==> src/rtl/puv_pkg.sv <==
// Package for the path UTF-8 validator: shared constants and types.
// No dependencies; imported by puv_utf8 and path_utf8_validator.
`default_nettype none

package puv_pkg;

  localparam int unsigned MaxPathLenDef = 4096;
  localparam int unsigned CfgW = 13;

  localparam logic [7:0] CharSlash = 8'h2F;
  localparam logic [7:0] CharDot   = 8'h2E;
  localparam logic [7:0] CtrlLimit = 8'h20;

  typedef enum logic [3:0] {
    SEG_SLASH = 4'b0001,
    SEG_DOT1  = 4'b0010,
    SEG_DOT2  = 4'b0100,
    SEG_OTHER = 4'b1000
  } seg_phase_e;

  typedef struct packed {
    logic [1:0]  cont_left;
    logic [1:0]  seq_class;
    logic [20:0] cp;
  } utf8_state_t;

endpackage

`default_nettype wire

==> src/rtl/puv_utf8.sv <==
// Strict UTF-8 decoder step: next decoder state and error flag for one byte.
// Depends on puv_pkg for the decoder state type.
`default_nettype none

module puv_utf8 import puv_pkg::*; (
  input  utf8_state_t state_i,
  input  logic [7:0]  byte_i,
  output utf8_state_t state_o,
  output logic        err_o
);

  localparam logic [20:0] SurLo = 21'h00D800;
  localparam logic [20:0] SurHi = 21'h00DFFF;
  localparam logic [20:0] CpMax = 21'h10FFFF;
  localparam logic [20:0] Min3  = 21'h000800;
  localparam logic [20:0] Min4  = 21'h010000;

  logic [20:0] cp_shift;

  assign cp_shift = {state_i.cp[14:0], byte_i[5:0]};

  always_comb begin
    state_o = state_i;
    err_o   = 1'b0;
    if (state_i.cont_left != 2'd0) begin
      if (byte_i[7:6] != 2'b10) begin
        err_o             = 1'b1;
        state_o.cont_left = 2'd0;
      end else begin
        state_o.cp        = cp_shift;
        state_o.cont_left = state_i.cont_left - 2'd1;
        if (state_i.cont_left == 2'd1) begin
          if ((cp_shift >= SurLo && cp_shift <= SurHi) || cp_shift > CpMax ||
              (cp_shift < Min3 && state_i.seq_class >= 2'd2) ||
              (cp_shift < Min4 && state_i.seq_class == 2'd3)) begin
            err_o = 1'b1;
          end
        end
      end
    end else if (byte_i[7]) begin
      if (byte_i inside {[8'hC2:8'hDF]}) begin
        state_o.cp        = {16'd0, byte_i[4:0]};
        state_o.seq_class = 2'd1;
        state_o.cont_left = 2'd1;
      end else if (byte_i inside {[8'hE0:8'hEF]}) begin
        state_o.cp        = {17'd0, byte_i[3:0]};
        state_o.seq_class = 2'd2;
        state_o.cont_left = 2'd2;
      end else if (byte_i inside {[8'hF0:8'hF4]}) begin
        state_o.cp        = {18'd0, byte_i[2:0]};
        state_o.seq_class = 2'd3;
        state_o.cont_left = 2'd3;
      end else begin
        err_o = 1'b1;
      end
    end
  end

endmodule

`default_nettype wire

==> src/rtl/path_utf8_validator.sv <==
// Top level of the path UTF-8 validator: input register, rule checks and result register.
// Depends on puv_pkg and puv_utf8.
`default_nettype none

// Checks an absolute path streamed one byte per transfer, with is_last_i on the final
// byte, and gives one verdict transfer (path_ok_o) per path. A path passes when it starts
// with '/', does not end with '/', has no "//", no byte below 0x20, no ".." segment, is
// no longer than the configured limit and is strict UTF-8. The block takes one byte every
// cycle. The edge that takes a byte loads the input register, and the checks run from
// there into the result register that holds the verdict. Input stalls only when a last
// byte waits for a result register that is still full. The limit register (cfg_wdata_i,
// 0 acts as 1, values above MAX_PATH_LEN act as MAX_PATH_LEN) resets to MAX_PATH_LEN;
// the user must write it only between paths; the block does not enforce this.
module path_utf8_validator import puv_pkg::*; #(
  parameter int unsigned MAX_PATH_LEN = MaxPathLenDef
) (
  input  logic            clk_i,
  input  logic            rst_ni,
  input  logic            in_valid_i,
  output logic            in_stall_o,
  input  logic [7:0]      path_byte_i,
  input  logic            is_last_i,
  output logic            out_valid_o,
  input  logic            out_stall_i,
  output logic            path_ok_o,
  input  logic            cfg_we_i,
  input  logic [CfgW-1:0] cfg_wdata_i
);

  localparam int unsigned CntW = $clog2(MAX_PATH_LEN + 2);
  localparam int unsigned CmpW = (CntW > CfgW) ? CntW : CfgW;

  logic [CntW-1:0] lim_q;
  logic [CmpW-1:0] cfg_ext;
  logic [CmpW-1:0] cfg_clamped;

  logic            s1_valid_q;
  logic [7:0]      s1_byte_q;
  logic            s1_last_q;
  logic            s1_adv;
  logic            in_accept;

  logic [CntW-1:0] cnt_q, cnt_d, cnt_inc;
  seg_phase_e      seg_q, seg_d;
  utf8_state_t     utf8_q, utf8_next, utf8_d;
  logic            utf8_err;
  logic            err_q, err_next, err_d;
  logic            first;
  logic            verdict;

  logic            out_valid_q;
  logic            path_ok_q;

  assign cfg_ext = CmpW'(cfg_wdata_i);

  always_comb begin
    cfg_clamped = cfg_ext;
    if (cfg_ext == '0) begin
      cfg_clamped = CmpW'(1);
    end else if (cfg_ext > CmpW'(MAX_PATH_LEN)) begin
      cfg_clamped = CmpW'(MAX_PATH_LEN);
    end
  end

  always_ff @(posedge clk_i or negedge rst_ni) begin
    if (!rst_ni) begin
      lim_q <= CntW'(MAX_PATH_LEN);
    end else if (cfg_we_i) begin
      lim_q <= CntW'(cfg_clamped);
    end
  end

  assign s1_adv     = s1_valid_q && (!s1_last_q || !out_valid_q || !out_stall_i);
  assign in_stall_o = s1_valid_q && !s1_adv;
  assign in_accept  = in_valid_i && !in_stall_o;

  always_ff @(posedge clk_i or negedge rst_ni) begin
    if (!rst_ni) begin
      s1_valid_q <= 1'b0;
    end else if (in_accept) begin
      s1_valid_q <= 1'b1;
    end else if (s1_adv) begin
      s1_valid_q <= 1'b0;
    end
  end

  always_ff @(posedge clk_i) begin
    if (in_accept) begin
      s1_byte_q <= path_byte_i;
      s1_last_q <= is_last_i;
    end
  end

  puv_utf8 u_utf8 (
    .state_i (utf8_q),
    .byte_i  (s1_byte_q),
    .state_o (utf8_next),
    .err_o   (utf8_err)
  );

  always_comb begin
    first    = (cnt_q == '0);
    err_next = err_q || utf8_err;
    cnt_inc  = (cnt_q <= lim_q) ? cnt_q + CntW'(1) : cnt_q;
    cnt_d    = cnt_inc;
    if (cnt_inc > lim_q) begin
      err_next = 1'b1;
      cnt_d    = lim_q + CntW'(1);
    end
    if (first && s1_byte_q != CharSlash) begin
      err_next = 1'b1;
    end
    if (s1_byte_q < CtrlLimit) begin
      err_next = 1'b1;
    end
    if (s1_byte_q == CharSlash) begin
      if ((!first && seg_q == SEG_SLASH) || seg_q == SEG_DOT2) begin
        err_next = 1'b1;
      end
      seg_d = SEG_SLASH;
    end else if (s1_byte_q == CharDot) begin
      case (seg_q)
        SEG_SLASH: seg_d = SEG_DOT1;
        SEG_DOT1:  seg_d = SEG_DOT2;
        default:   seg_d = SEG_OTHER;
      endcase
    end else begin
      seg_d = SEG_OTHER;
    end
    utf8_d  = utf8_next;
    err_d   = err_next;
    verdict = !(err_next || s1_byte_q == CharSlash || seg_d == SEG_DOT2 ||
                utf8_next.cont_left != 2'd0);
    if (s1_last_q) begin
      cnt_d  = '0;
      seg_d  = SEG_SLASH;
      utf8_d = '0;
      err_d  = 1'b0;
    end
  end

  always_ff @(posedge clk_i or negedge rst_ni) begin
    if (!rst_ni) begin
      cnt_q  <= '0;
      seg_q  <= SEG_SLASH;
      utf8_q <= '0;
      err_q  <= 1'b0;
    end else if (s1_adv) begin
      cnt_q  <= cnt_d;
      seg_q  <= seg_d;
      utf8_q <= utf8_d;
      err_q  <= err_d;
    end
  end

  always_ff @(posedge clk_i or negedge rst_ni) begin
    if (!rst_ni) begin
      out_valid_q <= 1'b0;
    end else if (s1_adv && s1_last_q) begin
      out_valid_q <= 1'b1;
    end else if (!out_stall_i) begin
      out_valid_q <= 1'b0;
    end
  end

  always_ff @(posedge clk_i) begin
    if (s1_adv && s1_last_q) begin
      path_ok_q <= verdict;
    end
  end

  assign out_valid_o = out_valid_q;
  assign path_ok_o   = path_ok_q;

  a_cnt_bound: assert property (@(posedge clk_i) disable iff (!rst_ni)
    cnt_q <= CntW'(MAX_PATH_LEN + 1))
    else $error("byte count exceeds the saturation bound");

  a_clear_after_last: assert property (@(posedge clk_i) disable iff (!rst_ni)
    s1_adv && s1_last_q |=> cnt_q == '0 && seg_q == SEG_SLASH &&
                           utf8_q.cont_left == 2'd0 && !err_q)
    else $error("path state not cleared after the last byte");

  a_result_loaded: assert property (@(posedge clk_i) disable iff (!rst_ni)
    s1_adv && s1_last_q |=> out_valid_o)
    else $error("verdict missing after the last byte");

  a_stall_cause: assert property (@(posedge clk_i) disable iff (!rst_ni)
    in_stall_o |-> s1_valid_q && s1_last_q && out_valid_q && out_stall_i)
    else $error("input stalled without a blocked verdict");

endmodule

`default_nettype wire
==> config.mk <==
export PLATFORM = sky130hd
export DESIGN_NAME = path_utf8_validator
export DESIGN_NICKNAME = d
export VERILOG_FILES = /design/src/rtl/puv_pkg.sv /design/src/rtl/puv_utf8.sv /design/src/rtl/path_utf8_validator.sv
export SDC_FILE = /design/constraint.sdc
export NUM_CORES = 1
export LEC_CHECK = 0
export BUFFER_PORTS_ARGS = -buffer_cell sky130_fd_sc_hd__buf_2
export CAP_MARGIN = 25
export CORE_MARGIN = 2
export CORE_UTILIZATION = 35
export CTS_BUF_LIST = sky130_fd_sc_hd__clkbuf_8
export DETAILED_ROUTE_END_ITERATION = 8
export PLACE_DENSITY_LB_ADDON = 0.15
export SLEW_MARGIN = 20
export SYNTH_ARGS = -nofsm -noshare
export SYNTH_HDL_FRONTEND = slang
export SYNTH_SLANG_ARGS = --single-unit
==> constraint.sdc <==
create_clock -name clk_i -period 5.8 [get_ports clk_i]
set_input_delay 0.58 -clock clk_i [delete_from_list [all_inputs] [get_ports clk_i]]
set_output_delay 0.58 -clock clk_i [all_outputs]
set_load 0.02 [all_outputs]
# Word level (Yosys, flattened, before mapping)
# Cells that the tools add are included.
# classes
n_addsub	3
shifts	0
multipliers	0
n_reduce_logical	40
bitwise	0
n_eq_ne	13
n_mux	37
order_cmp	16
n_div	0
# ops
operator	n
25-bit two-way mux	5
13-bit two-way mux	5
21-bit two-way mux	2
13-bit by 1-bit adder with 13-bit output (second input constant)	2
13-bit logical NOT	2
8-bit greater-or-equal comparator (second input constant)	3
8-bit less-or-equal comparator (second input constant)	3
21-bit by 16-bit greater-or-equal comparator with 1-bit output (second input constant)	1
21-bit > comparator (second input constant)	1
21-bit by 16-bit less-or-equal comparator with 1-bit output (second input constant)	1
21-bit by 12-bit < comparator with 1-bit output (second input constant)	1
21-bit by 17-bit < comparator with 1-bit output (second input constant)	1
1-bit two-way mux	18
8-bit by 6-bit == test with 1-bit output (second input constant)	2
13-bit > comparator	1
13-bit > comparator (second input constant)	1
13-bit less-or-equal comparator	1
1-bit logical AND	12
4-bit two-way mux	3
1-bit logical OR	10
4-bit by 3-bit == test with 1-bit output (second input constant)	2
8-bit by 6-bit < comparator with 1-bit output (second input constant)	1
8-bit by 6-bit inequality test with 1-bit output (second input constant)	1
4-bit case mux with 2 select lines	1
16 further kinds	29
# totals
out_inout_bits	3
input_bits	27
wordCells	121
latch_bits	0
regBits	62
ramBits	0
rom_bits	0
n_memories	0

# Longest topological paths before layout
# Gate-level depths: netlist of the first run.
# depth
word_depth	19
depth_mapped	18
mapped_depth_nobuf	15

# Cells and area by module
# From an unflattened synthesis of the first run, not the netlist that was laid out.
# unflattened
hier_cells	533
area_unflattened_um2	4670.7
# by_module_without_submodules
module	n_inst	area_per_inst_um2	seq_area_each_um2	cells_per_inst
path_utf8_validator	1	4027.6	1754.2	428
puv_utf8	1	643.1	0.0	105

# Least setup slack after synthesis of the first run
# No wires, ideal clock.
# synth_path
path_kind	reg-to-reg
start	register lim_q[12]
end	register cnt_q[11]
stages_incl_launch_ff	18
setup_ns	0.087
arrival_ns	3.990
path_slack_ns	1.723
path_cell_list	dfstp_2 > inv_1 > ha_1 > a211o_1 > a211o_1 > nor3_2 > a21oi_2 > buf_6 > nor3_2 > xor2_1 > ha_1 > nand3_1 > o21ai_0 > or3_1 > o21a_1 > buf_6 > or4b_1 > o211ai_1
# synth_via
elab_chain_len	5
# synth_rtl
element	line_no	source
start: declaration	path_utf8_validator.sv:33	logic [CntW-1:0] lim_q;
start signal: assignment	path_utf8_validator.sv:67	lim_q <= CntW'(MAX_PATH_LEN);
start signal: assignment	path_utf8_validator.sv:69	lim_q <= CntW'(cfg_clamped);
13-bit less-or-equal comparator	path_utf8_validator.sv:104	cnt_inc = (cnt_q <= lim_q) ? cnt_q + CntW'(1) : cnt_q;
13-bit two-way mux	path_utf8_validator.sv:104	
13-bit > comparator	path_utf8_validator.sv:106	if (cnt_inc > lim_q) begin
13-bit two-way mux *	path_utf8_validator.sv:106	
13-bit two-way mux *	path_utf8_validator.sv:134	if (s1_last_q) begin
end signal: assignment	path_utf8_validator.sv:149	cnt_q <= cnt_d;
end: declaration	path_utf8_validator.sv:43	logic [CntW-1:0] cnt_q, cnt_d, cnt_inc;
# Mark *: on every way between the ends. The rest lies on a longest branch, timed or not.
# A chain may end at the register's enable or synchronous reset.

# Worst setup path in the final report of the first run
# layout_path
start	register lim_q[12]
end	register path_ok_q, in the netlist path_ok_o (data pin)
# layout_via
elab_chain_len	12
# layout_rtl
element	line_no	source
13-bit less-or-equal comparator	path_utf8_validator.sv:104	
13-bit two-way mux	path_utf8_validator.sv:104	
13-bit > comparator *	path_utf8_validator.sv:106	
1-bit two-way mux *	path_utf8_validator.sv:106	
1-bit two-way mux *	path_utf8_validator.sv:110	if (first && s1_byte_q != CharSlash) begin
1-bit two-way mux *	path_utf8_validator.sv:113	if (s1_byte_q < CtrlLimit) begin
1-bit two-way mux	path_utf8_validator.sv:117	if ((!first && seg_q == SEG_SLASH) || seg_q == SEG_DOT2) begin
1-bit two-way mux *	path_utf8_validator.sv:116	if (s1_byte_q == CharSlash) begin
1-bit logical OR * (3 in a row)	path_utf8_validator.sv:132	verdict = !(err_next || s1_byte_q == CharSlash || seg_d == SEG_DOT2 ||
1-bit logical NOT *	path_utf8_validator.sv:132	
named net verdict	path_utf8_validator.sv:49	logic verdict;
end signal: assignment	path_utf8_validator.sv:168	path_ok_q <= verdict;
end: declaration	path_utf8_validator.sv:52	logic path_ok_q;
# The timed path passes the listed nets; every way through them passes the cells marked *.

==> impl_results.md, run 1 <==
- Vias in the first global route: 3426
- Standard-cell rows: 39
- Routed wire length: approximately 11000 um
- #FFs+latches synth: 62
- Ys flop type: dfrtp_1
- First-pass DRT Iterations: 5
- Crit share post-route: between 80% and 90%
- CP max FO: 13
- Detail Route Antenna Nets: 0
- Post-Synth XOR/XNOR Area: 4.84%
- I/O pins: 30
- Worst skew pair latency: 350 ps
- Synth Area in Compound Gates: 20.5%
- Root Driver: clkbuf_8
- Via count: around 3500
- Slew Viols, Final: 0
- Largest family of logic cells by synthesized area: simple AND/OR/NAND/NOR gates
- Leak Pwr: 0.00195 uW
- DRC Markers: 0
- Post-layout util: roughly 40%
- Final nets: roughly 540
- Post-Synth Adder-Cell Area: 9.56%
- Mux cell area share after synthesis: 0.842%
- DRT iter0 DRCs: 241
- Largest net degree at the start of global routing: 53
- Worst EP arrival: approximately 4900 ps
- Peak VDD IR: around 130 uV
- Tmin final: 4730 ps
- Simple-gate share of the synthesized area: 21.4%
- Die area: 0.0128 mm^2
- Layout Skew: 9.89 ps
- Library cells used by synthesis: 71
- Post-Syn Nets: 510
- Yosys warns: 0
- First-pass GRT wire length: 18200 um
- Clk buf depth: 2
- TritonCTS clock tree: yes
- Final hold violation count: 0
- CTS resizes: 0
- Startpoint types: flop
- Diodes inserted: 0
- Dpl cells: between 600 and 700
- Max cap viols: 0
- Crit path kind: flop to flop
- Seq/Total Area, Yosys: 38.6%
- Core Box Area: 0.0115 mm^2
- Die Y: 113 um
- Status: finished, final reports clean
- Layout cells sized above 1: 12.9%
- Final cell count without fillers: 625
- H-tree Lvls: 3
- Initial antenna violation count: 0
- WL/cell: 17.4 um
- Syn-to-layout area delta: 9.83%
- Worst Path Required: 5950 ps
- Post-DP HPWL: 8260 um
- Reg clk slew, reported paths: 70 ps
- Cells after Synth: around 450
- Post-synth ARST share: 83.9%
- Slew headroom: 41.4%
- Post CTS Setup Buffer Count: 0
- Vias per inst: between 5 and 6
- Post-synth EDFFs: 10
- Starting Density: 36.1%
- # port buffers: 29
- Crit end category: flop
- CTS sink cnt: just over 60
- Gr usage total: 18.2%
- PD cells: roughly 350 mW/mm^2
- Final setup fails: 0
- Setup TNS: 0 ps
- Gr ovfl total: 0
- Fillers: 1180
- Area of the mapped netlist: approximately 0.0042 mm^2
- Hold bufs inserted after CTS: 0
- TritonCTS Buffers: 9
- Final worst slack: 1070 ps
- Worst slew pin tran: 877 ps
- Fmax achieved: 211 MHz
- Horiz. Die Dim: 113 um
- GP Congestion: 0.893
- Post-Place Setup Slack: approximately 1100 ps
- Class of the worst hold path: input port to asynchronous set/reset pin
- RSZ-0062 raised after global routing: no
- Syn_area_per_cell: 9.20 um^2
[kinds of logic (layout without fill, tap and decap cells)]
family / after synthesis / after routing
simple gates: 173 / 173
xor+xnor: 23 / 23
mux: 3 / 3
fa+ha+maj: 32 / 32
buf+inv: 41 / 71
compound gates: 118 / 118
flops: 62 / 62
[flip-flops by register name, indices dropped and copies added (netlist names)]
register and flops:
s1_byte_q 8, err_q 1, utf8_q 19, path_ok_o 1, s1_valid_q 1, out_valid_o 1
s1_last_q 1, cnt_q 13, seg_q 4, lim_q 13
[power by group]
part | total, uW | leakage, uW | internal (uW) | switching [uW]
Sequential | 607 | 0.000789 | 507 | 99.6
Combinational | 678 | 0.00107 | 280 | 398
Clock | 318 | 0.0000874 | 148 | 170
Total | 1600 | 0.00195 | 935 | 668
[synthesized netlist by cell type, types with 5 or more instances]
library cell	n	area, um^2
dfrtp_1	50	1250
nand2_1	49	184
ha_1	31	388
o21ai_0	31	155
nor2_1	30	113
inv_1	25	93.8
a21oi_1	17	85.1
nand3_1	17	85.1
xnor2_1	17	149
a22o_1	16	140
nand4_1	13	81.3
nor4_1	13	81.3
nor3_1	12	60.1
edfxtp_1	10	300
o211ai_1	9	67.6
clkbuf_1	8	30.0
or3_1	7	43.8
o21a_1	6	45.0
xor2_1	6	52.6
nand2b_1	5	31.3
nor2b_1	5	31.3
[worst paths after layout]
| kind | depth (start not counted) | end | startpoint | slack (ps) |
|---|---|---|---|---|
| min in group clk_i | 1 | s1_byte_q[2] | path_byte_i[2] | 410 |
| worst min-delay path | 2 | cnt_q[0] | rst_ni | 340 |
| max in group asynchronous | 2 | utf8_q[6] | rst_ni | 4970 |
| worst max-delay path | 14 | path_ok_o | lim_q[12] | 1070 |
| worst min register to register | 1 | utf8_q[8] | utf8_q[2] | 510 |
| worst max register to register | 14 | path_ok_o | lim_q[12] | 1070 |
[worst max-delay path: stages (launching register included)]
cell,delay [ps]
dfstp_2,540
inv_1,80
ha_1,340
a211o_1,320
a211o_1,360
nor3_2,210
a21oi_2,210
or3_4,400
xnor2_1,140
ha_1,210
a22o_1,240
o41a_1,460
o21ai_0,470
nand4_1,230
nor4_1,340
[per-stage QoR]
step	area, um^2	total power, uW	hold WS [ps]
detailed placement	4410	1280	492
CTS	4570	1610	376
global placement	4410	1280	489
global route	4570	1720	382
finish	4570	1600	343
floorplan	4160	1100	284
[layout make-up]
cell class	instances	area, um^2	area share (%)
Multi-Input combinational cell	349	2380	52.1
Timing Repair Buffer	30	153	3.34
Sequential cell	62	1600	35.1
Inverter	26	97.6	2.14
Tap cell	143	179	3.92
Clock inverter	6	33.8	0.739
Clock buffer	9	124	2.71
[metal layers]
layer  share of wire (%)  vias to the layer above  wire, um  track usage [%]
met3                 4.5                       13       486             2.84
met1                  51                     1692      5600             27.4
li1                    -                     1749         -                -
met2                  43                       84      4660             26.3
met5                   0                        -         0                0
met4                 1.4                        0       151             6.50
[layout by cell type (no fill, tap or decap), types with 16 or more instances in the layout]
master   instances
nor2_1          30
a22o_1          16
dfrtp_1         50
ha_1            31
inv_1           27
o21ai_0         31
xnor2_1         17
nand3_1         17
buf_2           29
a21oi_1         17
nand2_1         49
(Power assumes the default switching activity.)
==> run 2: changes to the inputs <==
Clock period 5.8 ns to 4.4 ns, I/O delays scaled along.
==> run 2 against run 1 <==
- largest cell class unchanged
- sequential power up 21%
- routed wire length grew 9.6%
- clock skew down 0.74 ps
==> impl_results.md, run 2 (synthesis results as in run 1) <==
- Crit end category: flop
- R2R depth: 15 (+1)
- Reg2reg start: lim_q[12]
- I/O pins: 30 (unchanged)
- Clk buf depth: 2 (unchanged)
- # port buffers: 29 (unchanged)
- Vias per inst: 5.71 (+0.83%)
- Tmin final: 4260 ps (-470 ps)
- Largest regs: utf8_q x19, cnt_q x13, lim_q x13
- Largest net degree at the start of global routing: 53 (unchanged)
- Diodes inserted: 0 (unchanged)
- Placed inst area: 0.00465 mm^2 (+5.4%)
- TritonCTS clock tree: yes
- Crit path kind: flop to flop
- Final nets: 571 (+6.5%)
- Layout Skew: 9.15 ps (-0.738 ps)
- Worst Path Required: 4630 ps (-1320 ps)
- Setup slack, reg-to-reg: 140 ps (-930 ps)
- Class of the worst hold path: input port to asynchronous set/reset pin
- Worst reg2reg path endpoint: cnt_q[8]
- Via count: 3773 (+6.6%)
- Peak VDD IR: 208 uV (+56%)
- Core Box Area: 0.0115 mm^2 (unchanged)
- Routed wire length: 11900 um (+9.6%)
- Fmax achieved: 235 MHz (+11%)
- Status: finished, final reports clean
- Die area: 0.0128 mm^2 (unchanged)
- Syn-to-layout area delta: 20.0%
- Post-DP HPWL: 9170 um (+11%)
- Max reg flops: 19 (unchanged)
- Starting Density: 36.1% (unchanged)
- Vias in the first global route: 3625 (+5.8%)
- Root Driver: clkbuf_8
- Detail Route Antenna Nets: 0 (unchanged)
- Die Y: 113 um (unchanged)
- Commonest non-fill, non-tap cell in the layout: dfrtp_1
- Standard-cell rows: 39 (unchanged)
- Crit share post-route: 96.8% (+15 points)
- Gr ovfl total: 0 (unchanged)
- Horiz. Die Dim: 113 um (unchanged)
- Post-Place Setup Slack: -109 ps (-1230 ps)
- H-tree Lvls: 3 (unchanged)
- RSZ-0062 raised after global routing: no
- Slew headroom: 53.2% (+12 points)
- PD cells: 496 mW/mm^2 (+41%)
- Final worst slack: 140 ps (-930 ps)
- Final setup fails: 0 (unchanged)
- WL/cell: 18.1 um (+3.6%)
- Worst skew pair latency: 350 ps (about the same)
- First-pass GRT wire length: 19500 um (+6.8%)
- Post-route cell area: 0.00499 mm^2 (+9.2%)
- Leak Pwr: 0.00218 uW (+12%)
- Most frequent cells in the layout: 50 x dfrtp_1, 49 x nand2_1, 36 x buf_4
- Layout cells sized above 1: 20.7% (+7.8 points)
- Gr usage total: 19.7% (+1.6 points)
- Startpoint types: flop
- GP Congestion: 0.944 (+5.7%)
- First-pass DRT Iterations: 5 (unchanged)
- Worst slew pin tran: 702 ps (-176 ps)
- Final hold violation count: 0 (unchanged)
- CP max FO: 7 (-6)
- Initial antenna violation count: 0 (unchanged)
- CTS sink cnt: 62 (unchanged)
- DRC Markers: 0 (unchanged)
- TritonCTS Buffers: 9 (unchanged)
- Reg clk slew, reported paths: 70 ps (about the same)
- DRT iter0 DRCs: 282 (+17%)
- Worst EP arrival: 4490 ps (-390 ps)
- Slew Viols, Final: 0 (unchanged)
- Biggest register: utf8_q
- Max cap viols: 0 (unchanged)
==> run 2: final cells by class <==
class,count,area [um^2]
fillers,1165,6530
multi-input cells,349,2460
flip-flops and latches,62,1600
repair buffers,65,415
well taps,143,179
clock buffers,11,151
inverters,26,97.6
clock inverters,5,81.3
==> run 2: worst max-delay path: stages, from the launching register on <==
cell      delay (ps)
dfstp_2          540
inv_1            110
ha_4             270
a211o_1          320
a211o_4          310
nor3_4           170
a21oi_4          130
or3_4            380
xnor2_1          140
ha_1             200
a22o_1           230
o41a_1           500
o211ai_1         320
buf_4            180
nor2_1            70
a221o_1          260
==> run 2: what timing repair did <==
item / CTS / global route
cloned: 0 / 0
resized for setup: 2 / 13
setup endpoints to repair: 2 / 14
setup buffers: 0 / 3
hold buffers: 0 / 0
pin swaps: 0 / 7
==> run 2: report_power, final <==
| part | switching [uW] | internal, uW | total [uW] |
|---|---|---|---|
| combinational | 660 | 485 | 1150 |
| clock | 242 | 351 | 593 |
| sequential | 66.2 | 669 | 735 |
==> run 2: worst max path at each step <==
stage                         start   endpoint  slack [ps]  cells past startpoint
after floorplan           lim_q[12]  cnt_q[11]         320                     17
after global placement    lim_q[12]  path_ok_o          40                     14
after detailed placement  lim_q[12]  path_ok_o        -110                     14
after CTS                 lim_q[12]  cnt_q[11]          20                     14
after global routing       lim_q[6]   cnt_q[8]          10                     15
final                     lim_q[12]   cnt_q[8]         140                     15
==> run 2: metrics by stage <==
step / utilization [%] / TNS (ps) / std cells / hold slack [ps] / power [uW]
2_1_floorplan: - / 0 / 452 / 144 / 1450
4_1_cts: 42.4 / 0 / 658 / 232 / 2390
3_3_place_gp: 40.4 / 0 / 642 / 488 / 1780
5_1_grt: 43.3 / 0 / 661 / 246 / 2640
3_5_place_dp: 40.4 / -109 / 642 / 488 / 1790
6_report: 43.3 / 0 / 661 / 209 / 2470
==> run 2: metal layers <==
layer	GRT usage (%)	up-vias	share of wire [%]
li1	-	1810	-
met1	29.8	1816	50
met2	29.3	133	43
met3	2.95	14	5.5
met4	5.37	0	1.7
met5	0	-	0
==> run 3: changes to the inputs <==
Settings changed: BUFFER_PORTS_ARGS -buffer_cell sky130_fd_sc_hd__buf_2 to unset, DONT_BUFFER_PORTS set to 1, GPL_TIMING_DRIVEN set to 0.
==> run 3 against run 2 <==
- fmax decreased by 0.77%
- sequential cell count unchanged
- global-route usage decreased by 1.2 points
- highest routed layer unchanged
- critical path depth increased by 2
- critical path type unchanged
- via count decreased by 5.3%
==> impl_results.md, run 3 (synthesis results as in run 1) <==
- Status: finished, final reports clean
- Startpoint types: flop
- Crit share post-route: 97.6% (+0.75 points)
- First-pass GRT wire length: 18600 um (-4.5%)
- Class of the worst hold path: input port to flop
- CP Cell Sequence: inv_2 > ha_4 > a211o_1 > a211o_1 > nor3_2 > a21oi_2 > buf_6 > nor3_4 > xor2_1 > ha_1 > nand3_2 > o21ai_1 > or3_4 > o21a_1 > buf_6 > or4b_1 > o211ai_1
- Setup TNS: 0 ps (unchanged)
- Die area: 0.0128 mm^2 (unchanged)
- Reg clk slew, reported paths: 70 ps (about the same)
- Post-DP HPWL: 8510 um (-7.2%)
- H-tree Lvls: 3 (unchanged)
- Detail Route Antenna Nets: 0 (unchanged)
- Top delay family on crit path: simple AND/OR/NAND/NOR gates
- Critical Path Start: lim_q[12]
- Sw Ratio: 39.5% (+0.31 points)
- Dpl cells: 595 (-7.3%)
- TritonCTS Buffers: 9 (unchanged)
- Layout Skew: 11.4 ps (+2.27 ps)
- Worst skew pair latency: 350 ps (about the same)
- I/O pins: 30 (unchanged)
- Worst Hold End: lim_q[12]
- Worst slew pin tran: 638 ps (-63.4 ps)
- Clk pwr share: 23.3% (-0.7 points)
- Vias per inst: 5.77 (+1.1%)
- Largest regs: utf8_q x19, cnt_q x13, lim_q x13
- Vias in the first global route: 3581 (-1.2%)
- Crit path kind: flop to flop
- Standard-cell rows: 39 (unchanged)
- Slew headroom: 57.2% (+4.0 points)
- Diodes inserted: 0 (unchanged)
- Largest net degree at the start of global routing: 53 (unchanged)
- Combinational Power Share: 43.1% (-3.2 points)
- Slowest cell on the critical path: dfstp_2
- First-pass DRT Iterations: 5 (unchanged)
- Leak Pwr: 0.00197 uW (-9.9%)
- Sequential power share: 33.6% (+3.9 points)
- TritonCTS clock tree: yes
- Pwr Total: 2290 uW (-7.3%)
- CP max stage delay: 540 ps (about the same)
- Max reg flops: 19 (unchanged)
- Initial antenna violation count: 0 (unchanged)
- Post-route cell area: 0.00468 mm^2 (-6.2%)
- Max cap viols: 0 (unchanged)
- CTS sink cnt: 62 (unchanged)
- Setup slack, reg-to-reg: 110 ps (-30 ps)
- Most frequent cells in the layout: 49 x nand2_1, 49 x dfrtp_1, 30 x nor2_1, 30 x ha_1, 28 x o21ai_0
- Layout cells sized above 1: 12.2% (-8.5 points)
- Final worst slack: 107 ps (-33.0 ps)
- WP buf/inv: 3 (+1)
- Reg2reg start: lim_q[12]
- Tmin final: 4290 ps (+33.0 ps)
- Final hold violation count: 0 (unchanged)
- Horiz. Die Dim: 113 um (unchanged)
- Slew Viols, Final: 0 (unchanged)
- Routed wire length: 11100 um (-6.7%)
- Clk buf depth: 2 (unchanged)
- RSZ-0062 raised after global routing: yes
- GP Congestion: 0.862 (-8.7%)
- CP max FO: 10 (+3)
- PD cells: 490 mW/mm^2 (-1.2%)
- Post-Place Setup Slack: -316 ps (-207 ps)
- DRC Markers: 0 (unchanged)
- Core Box Area: 0.0115 mm^2 (unchanged)
- Die Y: 113 um (unchanged)
- P_int: 1390 uW (-7.8%)
- Final nets: 529 (-7.4%)
- # port buffers: 0 (-100%)
- Hold path startpoint: cfg_we_i
- Gr usage total: 18.6% (-1.2 points)
- Final setup fails: 0 (unchanged)
- WL/cell: 18.0 um (-0.34%)
- Worst reg2reg path endpoint: cnt_q[11]
- Crit end category: flop
- Starting Density: 36.1% (unchanged)
- Placed inst area: 0.00434 mm^2 (-6.7%)
- Syn-to-layout area delta: 12.5%
- P_sw: 905 uW (-6.6%)
- Worst EP arrival: 4550 ps (+60 ps)
- Fillers: 1172 (+0.60%)
- Gr ovfl total: 0 (unchanged)
- Root Driver: clkbuf_8
- Worst Path Required: 4660 ps (+30 ps)
- Final cell count without fillers: 619 (-6.4%)
- Fmax achieved: 233 MHz (-0.77%)
- Biggest register: utf8_q
- Peak VDD IR: 229 uV (+10%)
- Hold Crit Depth: 1
- R2R depth: 17 (+2)
- Via count: 3572 (-5.3%)
- DRT iter0 DRCs: 234 (-17%)
==> run 3: cell count changes in the layout (fill, tap and decap cells not counted), sizes merged <==
| cell | before | now |
|---|---|---|
| dlygate4sd3 | 0 | 1 |
| buf | 65 | 13 |
| clkbuf | 11 | 21 |
| bufinv | 2 | 1 |
| clkinv | 1 | 0 |
| inv | 28 | 29 |
==> run 3: layer usage <==
layer	vias to the layer above	GRT usage, %	part of all wire [%]
li1	1728	-	-
met1	1715	27.5	49
met2	118	28.1	44
met3	11	2.68	5.9
met4	0	5.45	1.4
met5	-	0	0
==> run 3: how the worst max path moves through the flow <==
stage	cells after the start	slack (ps)	end
floorplan	17	320	cnt_q[11]
global placement	14	-270	path_ok_o
detailed placement	14	-320	path_ok_o
CTS	15	20	cnt_q[10]
global route	18	-70	cnt_q[11]
finish	17	110	cnt_q[11]
==> run 3: repair_timing <==
| action | 4_1_cts | 5_1_grt |
|---|---|---|
| resized for setup | 8 | 7 |
| buffers inserted | 1 | 5 |
| hold buffers | 2 | 0 |
| pin swaps | 1 | 2 |
| setup endpoints to repair | 14 | 12 |
| hold endpoints to repair | 52 | 0 |
==> run 3: worst register-to-register path: stages (launching register included) <==
cell and delay [ps]:
dfstp_2 540, inv_2 70, ha_4 260, a211o_1 320, a211o_1 310, nor3_2 200, a21oi_2 130, buf_6 180
nor3_4 200, xor2_1 210, ha_1 280, nand3_2 120, o21ai_1 90, or3_4 410, o21a_1 190, buf_6 140
or4b_1 480, o211ai_1 110
==> run 3: final cells by class <==
type	count	area [um^2]	area share [%]
inverters	26	97.6	2.09
clock inverters	4	46.3	0.989
well taps	143	179	3.82
clock buffers	12	165	3.53
multi-input cells	349	2420	51.8
flip-flops and latches	62	1610	34.3
repair buffers	8	82.6	1.76
plain buffers	15	80.1	1.71
==> run 3: stage by stage <==
step	hold slack, ps	utilization (%)
global route	159	40.6
finish	158	40.6
detailed placement	145	37.7
global placement	145	37.7
CTS	139	40.3
floorplan	144	-
==> run 3: power groups by stage <==
stage          clock network [uW]  logic [uW]  registers (uW)
4_1_cts                       548         974             770
3_5_place_dp                    0         912             780
2_1_floorplan                   0         701             748
6_report                      533         988             771
3_3_place_gp                    0         895             778
5_1_grt                       569        1110             784
